`src/hw/rtl/msbc_pkg.sv`:
```
// Package for the mode-select byte checksum unit.
// Holds mode codes, register map constants and the ones'-complement add.
// No dependencies.
package msbc_pkg;

	localparam int unsigned DataW    = 8;
	localparam int unsigned SumW     = 16;
	localparam int unsigned ModeW    = 2;
	localparam int unsigned SizeW    = 2;
	localparam int unsigned CfgAddrW = 2;
	localparam int unsigned CfgDataW = 32;

	localparam logic [ModeW-1:0] MODE_NONE  = 2'd0;
	localparam logic [ModeW-1:0] MODE_SUM16 = 2'd1;
	localparam logic [ModeW-1:0] MODE_XOR8  = 2'd2;

	localparam logic [CfgAddrW-1:0] REG_MODE_ADDR = 2'd0;

	localparam logic [SizeW-1:0] SIZE_NONE  = 2'd0;
	localparam logic [SizeW-1:0] SIZE_XOR8  = 2'd1;
	localparam logic [SizeW-1:0] SIZE_SUM16 = 2'd2;

	localparam logic [SumW-1:0] PAD_LOW = 16'h00FF;

	typedef logic [SumW-1:0] sum_t;

	// 16-bit add with end-around carry
	function automatic sum_t oc_add(input sum_t a, input sum_t b);
		logic [SumW:0] s;
		begin
			s = {1'b0, a} + {1'b0, b};
			oc_add = s[SumW-1:0] + {{(SumW-1){1'b0}}, s[SumW]};
		end
	endfunction

endpackage

```
`src/hw/rtl/msbc_if.sv`:
```
// Valid/ready channel interfaces for the checksum unit.
// Depends on msbc_pkg for field widths.
interface msbc_in_if import msbc_pkg::*; ();
	logic             valid;
	logic             ready;
	logic [DataW-1:0] data_byte;
	logic             last_byte;

	modport source (output valid, output data_byte, output last_byte, input ready);
	modport sink (input valid, input data_byte, input last_byte, output ready);
endinterface

interface msbc_out_if import msbc_pkg::*; ();
	logic             valid;
	logic             ready;
	logic [SumW-1:0]  checksum_value;
	logic [SizeW-1:0] checksum_bytes;

	modport source (output valid, output checksum_value, output checksum_bytes, input ready);
	modport sink (input valid, input checksum_value, input checksum_bytes, output ready);
endinterface

```
`src/hw/rtl/mode_select_byte_checksum_unit.sv`:
```
// Mode-select byte checksum unit: sum16, xor8 or none over a byte stream.
// A last byte passes stage 1, then the output register; it waits in stage 1 for a free output slot.
// Throughput: one byte per cycle unless a last byte waits in stage 1, set by the single sum/xor update stage.
// Non-last bytes keep flowing while a result waits; a last byte holds until it drains.
// Reset (arst_n low, asynchronous) clears mode, running sum/xor and valids.
// Depends on msbc_pkg and msbc_if.
module mode_select_byte_checksum_unit
	import msbc_pkg::*;
(
	input  logic                clk,
	input  logic                arst_n,
	msbc_in_if.sink             byte_in,
	msbc_out_if.source          result_out,
	input  logic                psel,
	input  logic                penable,
	input  logic                pwrite,
	input  logic [CfgAddrW-1:0] paddr,
	input  logic [CfgDataW-1:0] pwdata,
	output logic [CfgDataW-1:0] prdata,
	output logic                pready
);

	logic [ModeW-1:0] mode_q;
	logic             valid_s1;
	logic [DataW-1:0] data_s1;
	logic             last_s1;
	sum_t             sum_q;
	logic [DataW-1:0] xor_q;
	logic             expect_high_q;
	logic             out_valid_q;
	sum_t             value_q;
	logic [SizeW-1:0] bytes_q;

	logic             adv_s1;
	logic             emit_s1;
	sum_t             contrib;
	sum_t             sum_word;
	sum_t             sum_final;
	logic [DataW-1:0] xor_next;
	sum_t             value_d;
	logic [SizeW-1:0] bytes_d;
	logic             cfg_wr;

	// Configuration port
	assign pready = 1'b1;
	assign cfg_wr = psel && penable && pwrite && pready && (paddr == REG_MODE_ADDR);
	assign prdata = (paddr == REG_MODE_ADDR) ? {{(CfgDataW-ModeW){1'b0}}, mode_q}
	                                         : '0;

	always_ff @(posedge clk or negedge arst_n) begin
		if (!arst_n) begin
			mode_q <= MODE_NONE;
		end else if (cfg_wr) begin
			mode_q <= pwdata[ModeW-1:0];
		end
	end

	// A non-last byte needs no output slot; a last byte waits for a free one
	assign emit_s1       = valid_s1 && last_s1;
	assign adv_s1        = valid_s1 && (!last_s1 || !out_valid_q || result_out.ready);
	assign byte_in.ready = !valid_s1 || adv_s1;

	always_ff @(posedge clk or negedge arst_n) begin
		if (!arst_n) begin
			valid_s1 <= 1'b0;
		end else if (byte_in.ready) begin
			valid_s1 <= byte_in.valid;
		end
	end

	always_ff @(posedge clk) begin
		if (byte_in.ready && byte_in.valid) begin
			data_s1 <= byte_in.data_byte;
			last_s1 <= byte_in.last_byte;
		end
	end

	// Sum and xor update for the byte in stage 1
	always_comb begin
		contrib   = expect_high_q ? {~data_s1, {DataW{1'b0}}} : {{DataW{1'b0}}, ~data_s1};
		sum_word  = oc_add(sum_q, contrib);
		// pad an odd final byte with a complemented zero low byte
		sum_final = expect_high_q ? oc_add(sum_word, PAD_LOW) : sum_word;
		xor_next  = xor_q ^ data_s1;
	end

	always_comb begin
		case (mode_q)
			MODE_SUM16: begin
				value_d = sum_final;
				bytes_d = SIZE_SUM16;
			end
			MODE_XOR8: begin
				value_d = {{(SumW-DataW){1'b0}}, xor_next};
				bytes_d = SIZE_XOR8;
			end
			default: begin
				value_d = '0;
				bytes_d = SIZE_NONE;
			end
		endcase
	end

	always_ff @(posedge clk or negedge arst_n) begin
		if (!arst_n) begin
			sum_q         <= '0;
			xor_q         <= '0;
			expect_high_q <= 1'b1;
		end else if (adv_s1) begin
			if (last_s1) begin
				sum_q         <= '0;
				xor_q         <= '0;
				expect_high_q <= 1'b1;
			end else begin
				sum_q         <= sum_word;
				xor_q         <= xor_next;
				expect_high_q <= !expect_high_q;
			end
		end
	end

	// Output register
	always_ff @(posedge clk or negedge arst_n) begin
		if (!arst_n) begin
			out_valid_q <= 1'b0;
		end else if (adv_s1 && emit_s1) begin
			out_valid_q <= 1'b1;
		end else if (result_out.ready) begin
			out_valid_q <= 1'b0;
		end
	end

	always_ff @(posedge clk) begin
		if (adv_s1 && emit_s1) begin
			value_q <= value_d;
			bytes_q <= bytes_d;
		end
	end

	assign result_out.valid          = out_valid_q;
	assign result_out.checksum_value = value_q;
	assign result_out.checksum_bytes = bytes_q;

`ifndef NO_ASSERTIONS
	// A new result only follows a last byte leaving stage 1
	a_result_from_last: assert property (@(posedge clk) disable iff (!arst_n)
		(out_valid_q && !$past(out_valid_q)) |-> $past(valid_s1 && last_s1))
		else $error("result without a last byte");

	// Message state is clear after a last byte
	a_clear_after_last: assert property (@(posedge clk) disable iff (!arst_n)
		(adv_s1 && emit_s1) |=> (sum_q == '0 && xor_q == '0 && expect_high_q))
		else $error("message state not cleared");

	// A last byte never overwrites an undelivered result
	a_no_overwrite: assert property (@(posedge clk) disable iff (!arst_n)
		(out_valid_q && !result_out.ready) |-> !(adv_s1 && emit_s1))
		else $error("pending result overwritten");

	// Size code agrees with value shape
	a_none_is_zero: assert property (@(posedge clk) disable iff (!arst_n)
		(out_valid_q && bytes_q == SIZE_NONE) |-> (value_q == '0))
		else $error("no-checksum result not zero");

	a_xor_high_zero: assert property (@(posedge clk) disable iff (!arst_n)
		(out_valid_q && bytes_q == SIZE_XOR8) |-> (value_q[SumW-1:DataW] == '0))
		else $error("xor8 result has high bits set");
`endif

endmodule

```
`src/flat_wrapper.sv`:
```
// flat-port wrapper written by rule: the top's interface ports become plain ports
module mode_select_byte_checksum_unit_flat import msbc_pkg::*;
  (clk, arst_n, psel, penable, pwrite, paddr, pwdata, prdata, pready, byte_in_valid, byte_in_data_byte, byte_in_last_byte, byte_in_ready, result_out_valid, result_out_checksum_value, result_out_checksum_bytes, result_out_ready);
  msbc_in_if byte_in_i ();
  msbc_out_if result_out_i ();
  input  logic clk;
  input  logic arst_n;
  input  logic psel;
  input  logic penable;
  input  logic pwrite;
  input  logic [CfgAddrW-1:0] paddr;
  input  logic [CfgDataW-1:0] pwdata;
  output logic [CfgDataW-1:0] prdata;
  output logic pready;
  input wire logic [$bits(byte_in_i.valid)-1:0] byte_in_valid;
  input wire logic [$bits(byte_in_i.data_byte)-1:0] byte_in_data_byte;
  input wire logic [$bits(byte_in_i.last_byte)-1:0] byte_in_last_byte;
  output wire logic [$bits(byte_in_i.ready)-1:0] byte_in_ready;
  output wire logic [$bits(result_out_i.valid)-1:0] result_out_valid;
  output wire logic [$bits(result_out_i.checksum_value)-1:0] result_out_checksum_value;
  output wire logic [$bits(result_out_i.checksum_bytes)-1:0] result_out_checksum_bytes;
  input wire logic [$bits(result_out_i.ready)-1:0] result_out_ready;
  assign byte_in_i.valid = byte_in_valid;
  assign byte_in_i.data_byte = byte_in_data_byte;
  assign byte_in_i.last_byte = byte_in_last_byte;
  assign byte_in_ready = byte_in_i.ready;
  assign result_out_valid = result_out_i.valid;
  assign result_out_checksum_value = result_out_i.checksum_value;
  assign result_out_checksum_bytes = result_out_i.checksum_bytes;
  assign result_out_i.ready = result_out_ready;
  mode_select_byte_checksum_unit u_core (.clk(clk), .arst_n(arst_n), .byte_in(byte_in_i), .result_out(result_out_i), .psel(psel), .penable(penable), .pwrite(pwrite), .paddr(paddr), .pwdata(pwdata), .prdata(prdata), .pready(pready));
endmodule
```
`config.mk`:
```
export PLATFORM = sky130hd
export DESIGN_NAME = mode_select_byte_checksum_unit_flat
export DESIGN_NICKNAME = d
export VERILOG_FILES = /design/src/hw/rtl/msbc_pkg.sv /design/src/hw/rtl/msbc_if.sv /design/src/hw/rtl/mode_select_byte_checksum_unit.sv /design/src/flat_wrapper.sv
export SDC_FILE = /design/constraint.sdc
export NUM_CORES = 1
export LEC_CHECK = 0
export BUFFER_PORTS_ARGS = -buffer_cell sky130_fd_sc_hd__clkbuf_2
export CORE_ASPECT_RATIO = 0.8
export CORE_UTILIZATION = 30
export DETAILED_ROUTE_END_ITERATION = 10
export PLACE_DENSITY = 0.57
export SLEW_MARGIN = 20
export SYNTH_ARGS = -nofsm -noshare
export SYNTH_HDL_FRONTEND = slang
export SYNTH_SLANG_ARGS = --single-unit
```
`constraint.sdc`:
```
create_clock -name clk -period 19.8 [get_ports clk]
set_input_delay 0.99 -clock clk [delete_from_list [all_inputs] [get_ports clk]]
set_output_delay 0.99 -clock clk [all_outputs]
set_load 0.1 [all_outputs]
```
After elaboration in Yosys (flattened, before gate mapping)
Index checks and enable logic that the tools add are counted.
Storage, ports and cells
  register bits after elaboration: 56
  input port bits: 50
  output and inout bits: 53
  logic and storage cells: 44
Operators by class
  add/sub/neg operators: 4
  equality and inequality tests: 2
  mux-type cells: 10
  bitwise operators: 2
  reduce and logical (&&, ||, !) cells: 16
Operators by type and width (count)
  16-bit two-way mux: 3
  16-bit by 1-bit adder with 16-bit output: 2
  16-bit one-hot mux with 2 select lines: 1
  16-bit by 16-bit adder with 17-bit output: 1
  16-bit by 8-bit adder with 17-bit output (second input constant): 1
  8-bit two-way mux: 1
  8-bit inverter: 1
  8-bit bitwise XOR: 1
  1-bit logical AND: 7
  1-bit zero test: 4
  2-bit one-hot mux with 2 select lines: 1
  1-bit logical OR: 3
  1-bit two-way mux: 3
  2-bit by 1-bit equality test with 1-bit output (second input constant): 1
  2-bit equality test (second input constant): 1
  2-bit zero test: 1
  2-bit two-way mux: 1
  2-bit nonzero test: 1

Longest topological paths before layout
  depth in word-level cells: 8
  depth in mapped cells: 32
  gate-level depth less buffers: 29

Worst setup path after synthesis
OpenSTA, ideal clock, no wires.
  path type: register to register
  start point: reg u_core.expect_high_q
  end point: reg u_core.value_q[14], in the netlist u_core.result_out.checksum_value[14], data pin
  library setup time: 0.268 ns
  arrival: 7.361 ns
  required time: 19.532 ns
  slack: 12.171 ns
  stages on the path, launching flop included: 32
  buffers on the path: 4
  period minus slack after synthesis: 7.629 ns
  cell sequence: dfstp_2 clkbuf_1 buf_2 buf_1 nor2_1 ha_1 fa_1 a211oi_2 o21a_2 and2_1 o31ai_1 a2111oi_0 nor2_1 a21o_1 a21o_1 ha_1 ha_1 inv_1 ha_1 clkbuf_1 and2_1 a211oi_1 nand4b_1 nor4_1 ha_1 ha_1 nand2_1 or3_1 or3_1 o41ai_4 and4_1 nor3_2
Between the ends
  word-level cells in the longest chain between the ends: 7
Ends and longest elaborated chain
  start: declaration: RTL line mode_select_byte_checksum_unit.sv:29  | logic expect_high_q;
  start signal: assignment: RTL line mode_select_byte_checksum_unit.sv:117  | expect_high_q <= !expect_high_q;
  16-bit two-way mux: RTL line mode_select_byte_checksum_unit.sv:80  | contrib = expect_high_q ? {~data_s1, {DataW{1'b0}}} : {{DataW{1'b0}}, ~data_s1};
  16-bit by 16-bit adder with 17-bit output: RTL line msbc_pkg.sv:31  | s = {1'b0, a} + {1'b0, b};
  16-bit by 1-bit adder with 16-bit output: RTL line msbc_pkg.sv:32  | oc_add = s[SumW-1:0] + {{(SumW-1){1'b0}}, s[SumW]};
  16-bit by 8-bit adder with 17-bit output: RTL line msbc_pkg.sv:31
  16-bit by 1-bit adder with 16-bit output: RTL line msbc_pkg.sv:32
  16-bit two-way mux *: RTL line mode_select_byte_checksum_unit.sv:83  | sum_final = expect_high_q ? oc_add(sum_word, PAD_LOW) : sum_word;
  16-bit one-hot mux with 2 select lines *: RTL line mode_select_byte_checksum_unit.sv:88  | case (mode_q)
  net u_core.value_d[14]: RTL line mode_select_byte_checksum_unit.sv:40  | sum_t value_d;
  end signal: assignment: RTL line mode_select_byte_checksum_unit.sv:135  | value_q <= value_d;
  end: declaration: RTL line mode_select_byte_checksum_unit.sv:31  | sum_t value_q;
Mark *: on every way through the listed nets, which the timed path passes. The rest lies on a longest branch.
A chain may end at the register's enable or synchronous reset.

Worst setup path after layout
  start point: reg u_core.expect_high_q
  end point: reg u_core.value_q[15], in the netlist u_core.result_out.checksum_value[15], data pin
The elaborated chain is that of the path after synthesis.

==> run summary <==
Post-DP Area: 4960 sq um
Row cnt: 40
Worst stage delay on the critical path: 870 ps
Cts hold-fix bufs: 0
# Max-Cap Violations: 0
GRT Total Usage: 14.6%
Residual DRC: 0
Setup ws final: 10870 ps
Worst Max-Slew Pin Slew: 922 ps
Power per cell area: 159 nW/um^2
Arrival time at the worst endpoint: 8980 ps
Die width: 141 um
Die Height: 114 um
First-pass GRT wire length: 18.3 mm
VDD IR max: 45.2 uV
Prevailing post-synth register cell: dfrtp_1
Wire per inst: 15.2 um
Final wirelength: 11.6 mm
Clock sinks: 56
Area of the core: 15100 sq um
GPL Wtd Cong: 0.865
Worst reg2reg endpoint: u_core.result_out.checksum_value[15]
Post-CTS Repair Setup Buffers: 0
Post-Syn Area: 4670 sq um
Worst EP required: 19850 ps
Status: finished, final reports clean
Register area share after synthesis: 33.0%
Reg-to-Reg Start: u_core.expect_high_q
#FFs+latches synth: 56
Hold slack: 500 ps
Period utilization: 45.1%
Cells after DPL: 756
Most used cell along the critical path: ha_1
Vias/cell: 5.12
Slew headroom: 38.4%
Starting density of the core: 30.9%
Max clock buf depth: 2
CTS tree: yes
Total grt overflow: 0
Design Area, Final: 5090 sq um
Reg2reg path depth: 27
Clock transition at path regs: 70 ps
Detailed-placement wirelength estimate: 8.91 mm
End of the worst hold path: u_core.xor_q[3]
Area grow syn2layout: 9.17%
Worst Path Class, Setup: flip-flop to flip-flop
Min-Delay Path Class: flip-flop to flip-flop
Clk Latency, worst-skew pair: 300 ps
Worst R2R Setup Slack: 10870 ps
Period minus WS final: 8930 ps
CP max-delay cell: dfstp_2
Htree depth: 2
Synth unique cells: 86
Layout cell share with drive strength beyond 1: 14.6%
CTS resizes: 0
Hold Path Stages: 1
Number of routed nets with antenna violations: 0
CTS root buffer: clkbuf_16
Max Fanout on Critical Path: 27
# nets final: 628
Count of final hold-check violations: 0
Final Skew: 8.40 ps
Maximum clock rate: 0.112 GHz
N_diodes: 0
Leakage Power: 2.13 nW
1st-pass router iterations: 5
Initial antenna violation count: 0
Number of synthesized flops with an enable pin: 27
RSZ-0062 raised after global routing: no
Final setup viols: 0
PortBufs: 41
Initial DRC Count: 307
Final setup TNS: 0 ps
Post-Route Utilization: 33.7%
Finished Layout Cells: 764
Pwr Total: 0.808 mW
Largest net degree at the start of global routing: 30
Mapped Avg Cell Area: 8.92 sq um
Syn. warnings: 0
Layout fillers: 1610
Hold path startpoint: u_core.xor_q[3]
Cts bufs inserted: 5
Worst slack, placed: 11120 ps
Fin. max-slew vios: 0
Die area: 16100 sq um
# IOs: 103
DR vias: 3915
Vias in the first global route: 3580
Startpoint types: flip-flop
Kind of end point of the critical path: flip-flop
Cells after Synth: 523
Post-synth ARST share: 51.8%
## cell families (layout without fill, tap and decap cells)
logic type	count (synthesis)	after routing	share of synthesized area [%]
flops	56	56	33.0
simple gates	194	194	21.2
other cells	2	31	0.161
mux	6	6	1.37
xor+xnor	46	46	9.41
fa+ha+maj	25	25	6.87
compound gates	134	134	20.6
buf+inv	60	62	7.43
## worst max path at each step
stage	startpoint	end	slack, ps	cells past startpoint
after floorplan	u_core.expect_high_q	u_core.result_out.checksum_value[14]	12170	31
after global placement	u_core.expect_high_q	u_core.result_out.checksum_value[15]	11160	27
after detailed placement	u_core.expect_high_q	u_core.result_out.checksum_value[15]	11120	26
after CTS	u_core.expect_high_q	u_core.result_out.checksum_value[15]	11080	26
after global routing	u_core.expect_high_q	u_core.result_out.checksum_value[15]	10300	27
final	u_core.expect_high_q	u_core.result_out.checksum_value[15]	10870	27
## report_power, final
part	switching (mW)	internal, mW	total (mW)
combinational	0.356	0.191	0.547
sequential	0.0232	0.149	0.173
clock	0.0407	0.0470	0.0877
total	0.420	0.388	0.808
## per-layer routing
| metal | wire length, um | track usage (%) |
|---|---|---|
| met5 | 0 | 0 |
| met4 | 163 | 2.51 |
| met3 | 792 | 3.82 |
| met2 | 4920 | 22.5 |
| met1 | 5710 | 20.8 |
## worst max-delay path, delay by kind of cell (launching register included)
family                   cells  cell delay (ps)
AND/OR/NAND/NOR             12             3770
AO/OA/AOI/OAI               10             2400
adder cells (fa/ha/maj)      3              940
flip-flops                   1              870
multiplexers                 1              350
XOR/XNOR                     1              340
## cell type report
class	instances	area [sq um]	area share, %
Timing Repair Buffer	44	228	4.47
Clock buffer	7	133	2.60
Tap cell	210	263	5.16
Inverter	10	37.5	0.737
Clock inverter	1	5.00	0.0983
Sequential cell	56	1540	30.2
Multi-Input combinational cell	436	2890	56.7
## cells in the mapped netlist (4+ instances only)
master / count / area (sq um)
a21o_1: 4 / 30.0
o211ai_1: 5 / 37.5
a211o_1: 4 / 35.0
ha_1: 24 / 300
or3_1: 7 / 43.8
nand2_1: 49 / 184
a22oi_1: 7 / 52.6
nand2b_1: 4 / 25.0
dfrtp_1: 28 / 701
a22o_1: 6 / 52.6
nand4_1: 7 / 43.8
and2_1: 9 / 56.3
edfxtp_1: 27 / 811
inv_1: 10 / 37.5
a21oi_1: 15 / 75.1
clkbuf_1: 11 / 41.3
a211oi_1: 6 / 45.0
o21ai_0: 41 / 205
buf_1: 4 / 15.0
nor3_1: 9 / 45.0
xnor2_1: 22 / 193
o21a_1: 6 / 45.0
o21bai_1: 4 / 30.0
buf_4: 31 / 233
nor2_1: 62 / 233
or2_2: 4 / 25.0
buf_2: 4 / 20.0
nand3_1: 7 / 35.0
nor4_1: 4 / 25.0
xor2_1: 21 / 184
## flip-flops by register name, indices dropped and copies added (netlist names)
signal / count
u_core.result_out.valid: 1
u_core.last_s1: 1
u_core.result_out.checksum_bytes: 2
u_core.mode_q: 2
u_core.expect_high_q: 1
u_core.data_s1: 8
u_core.valid_s1: 1
u_core.result_out.checksum_value: 16
u_core.xor_q: 8
u_core.sum_q: 16
## layout by cell type, fill, tap and decap left out, drive strengths merged, types with 4 or more instances in the layout
master	count
nor2	63
nand2	50
clkbuf	48
o21ai	42
conb	31
dfrtp	28
edfxtp	27
ha	24
xnor2	22
xor2	22
a21oi	15
and2	11
nor3	11
inv	10
or3	9
o21a	8
a211oi	8
nand3	7
nand4	7
a22oi	7
a22o	6
o211ai	6
or2	5
a21o	4
a211o	4
nand2b	4
o21bai	4
nor4	4
nand3b	4
and3	4
(Power assumes the default switching activity.)
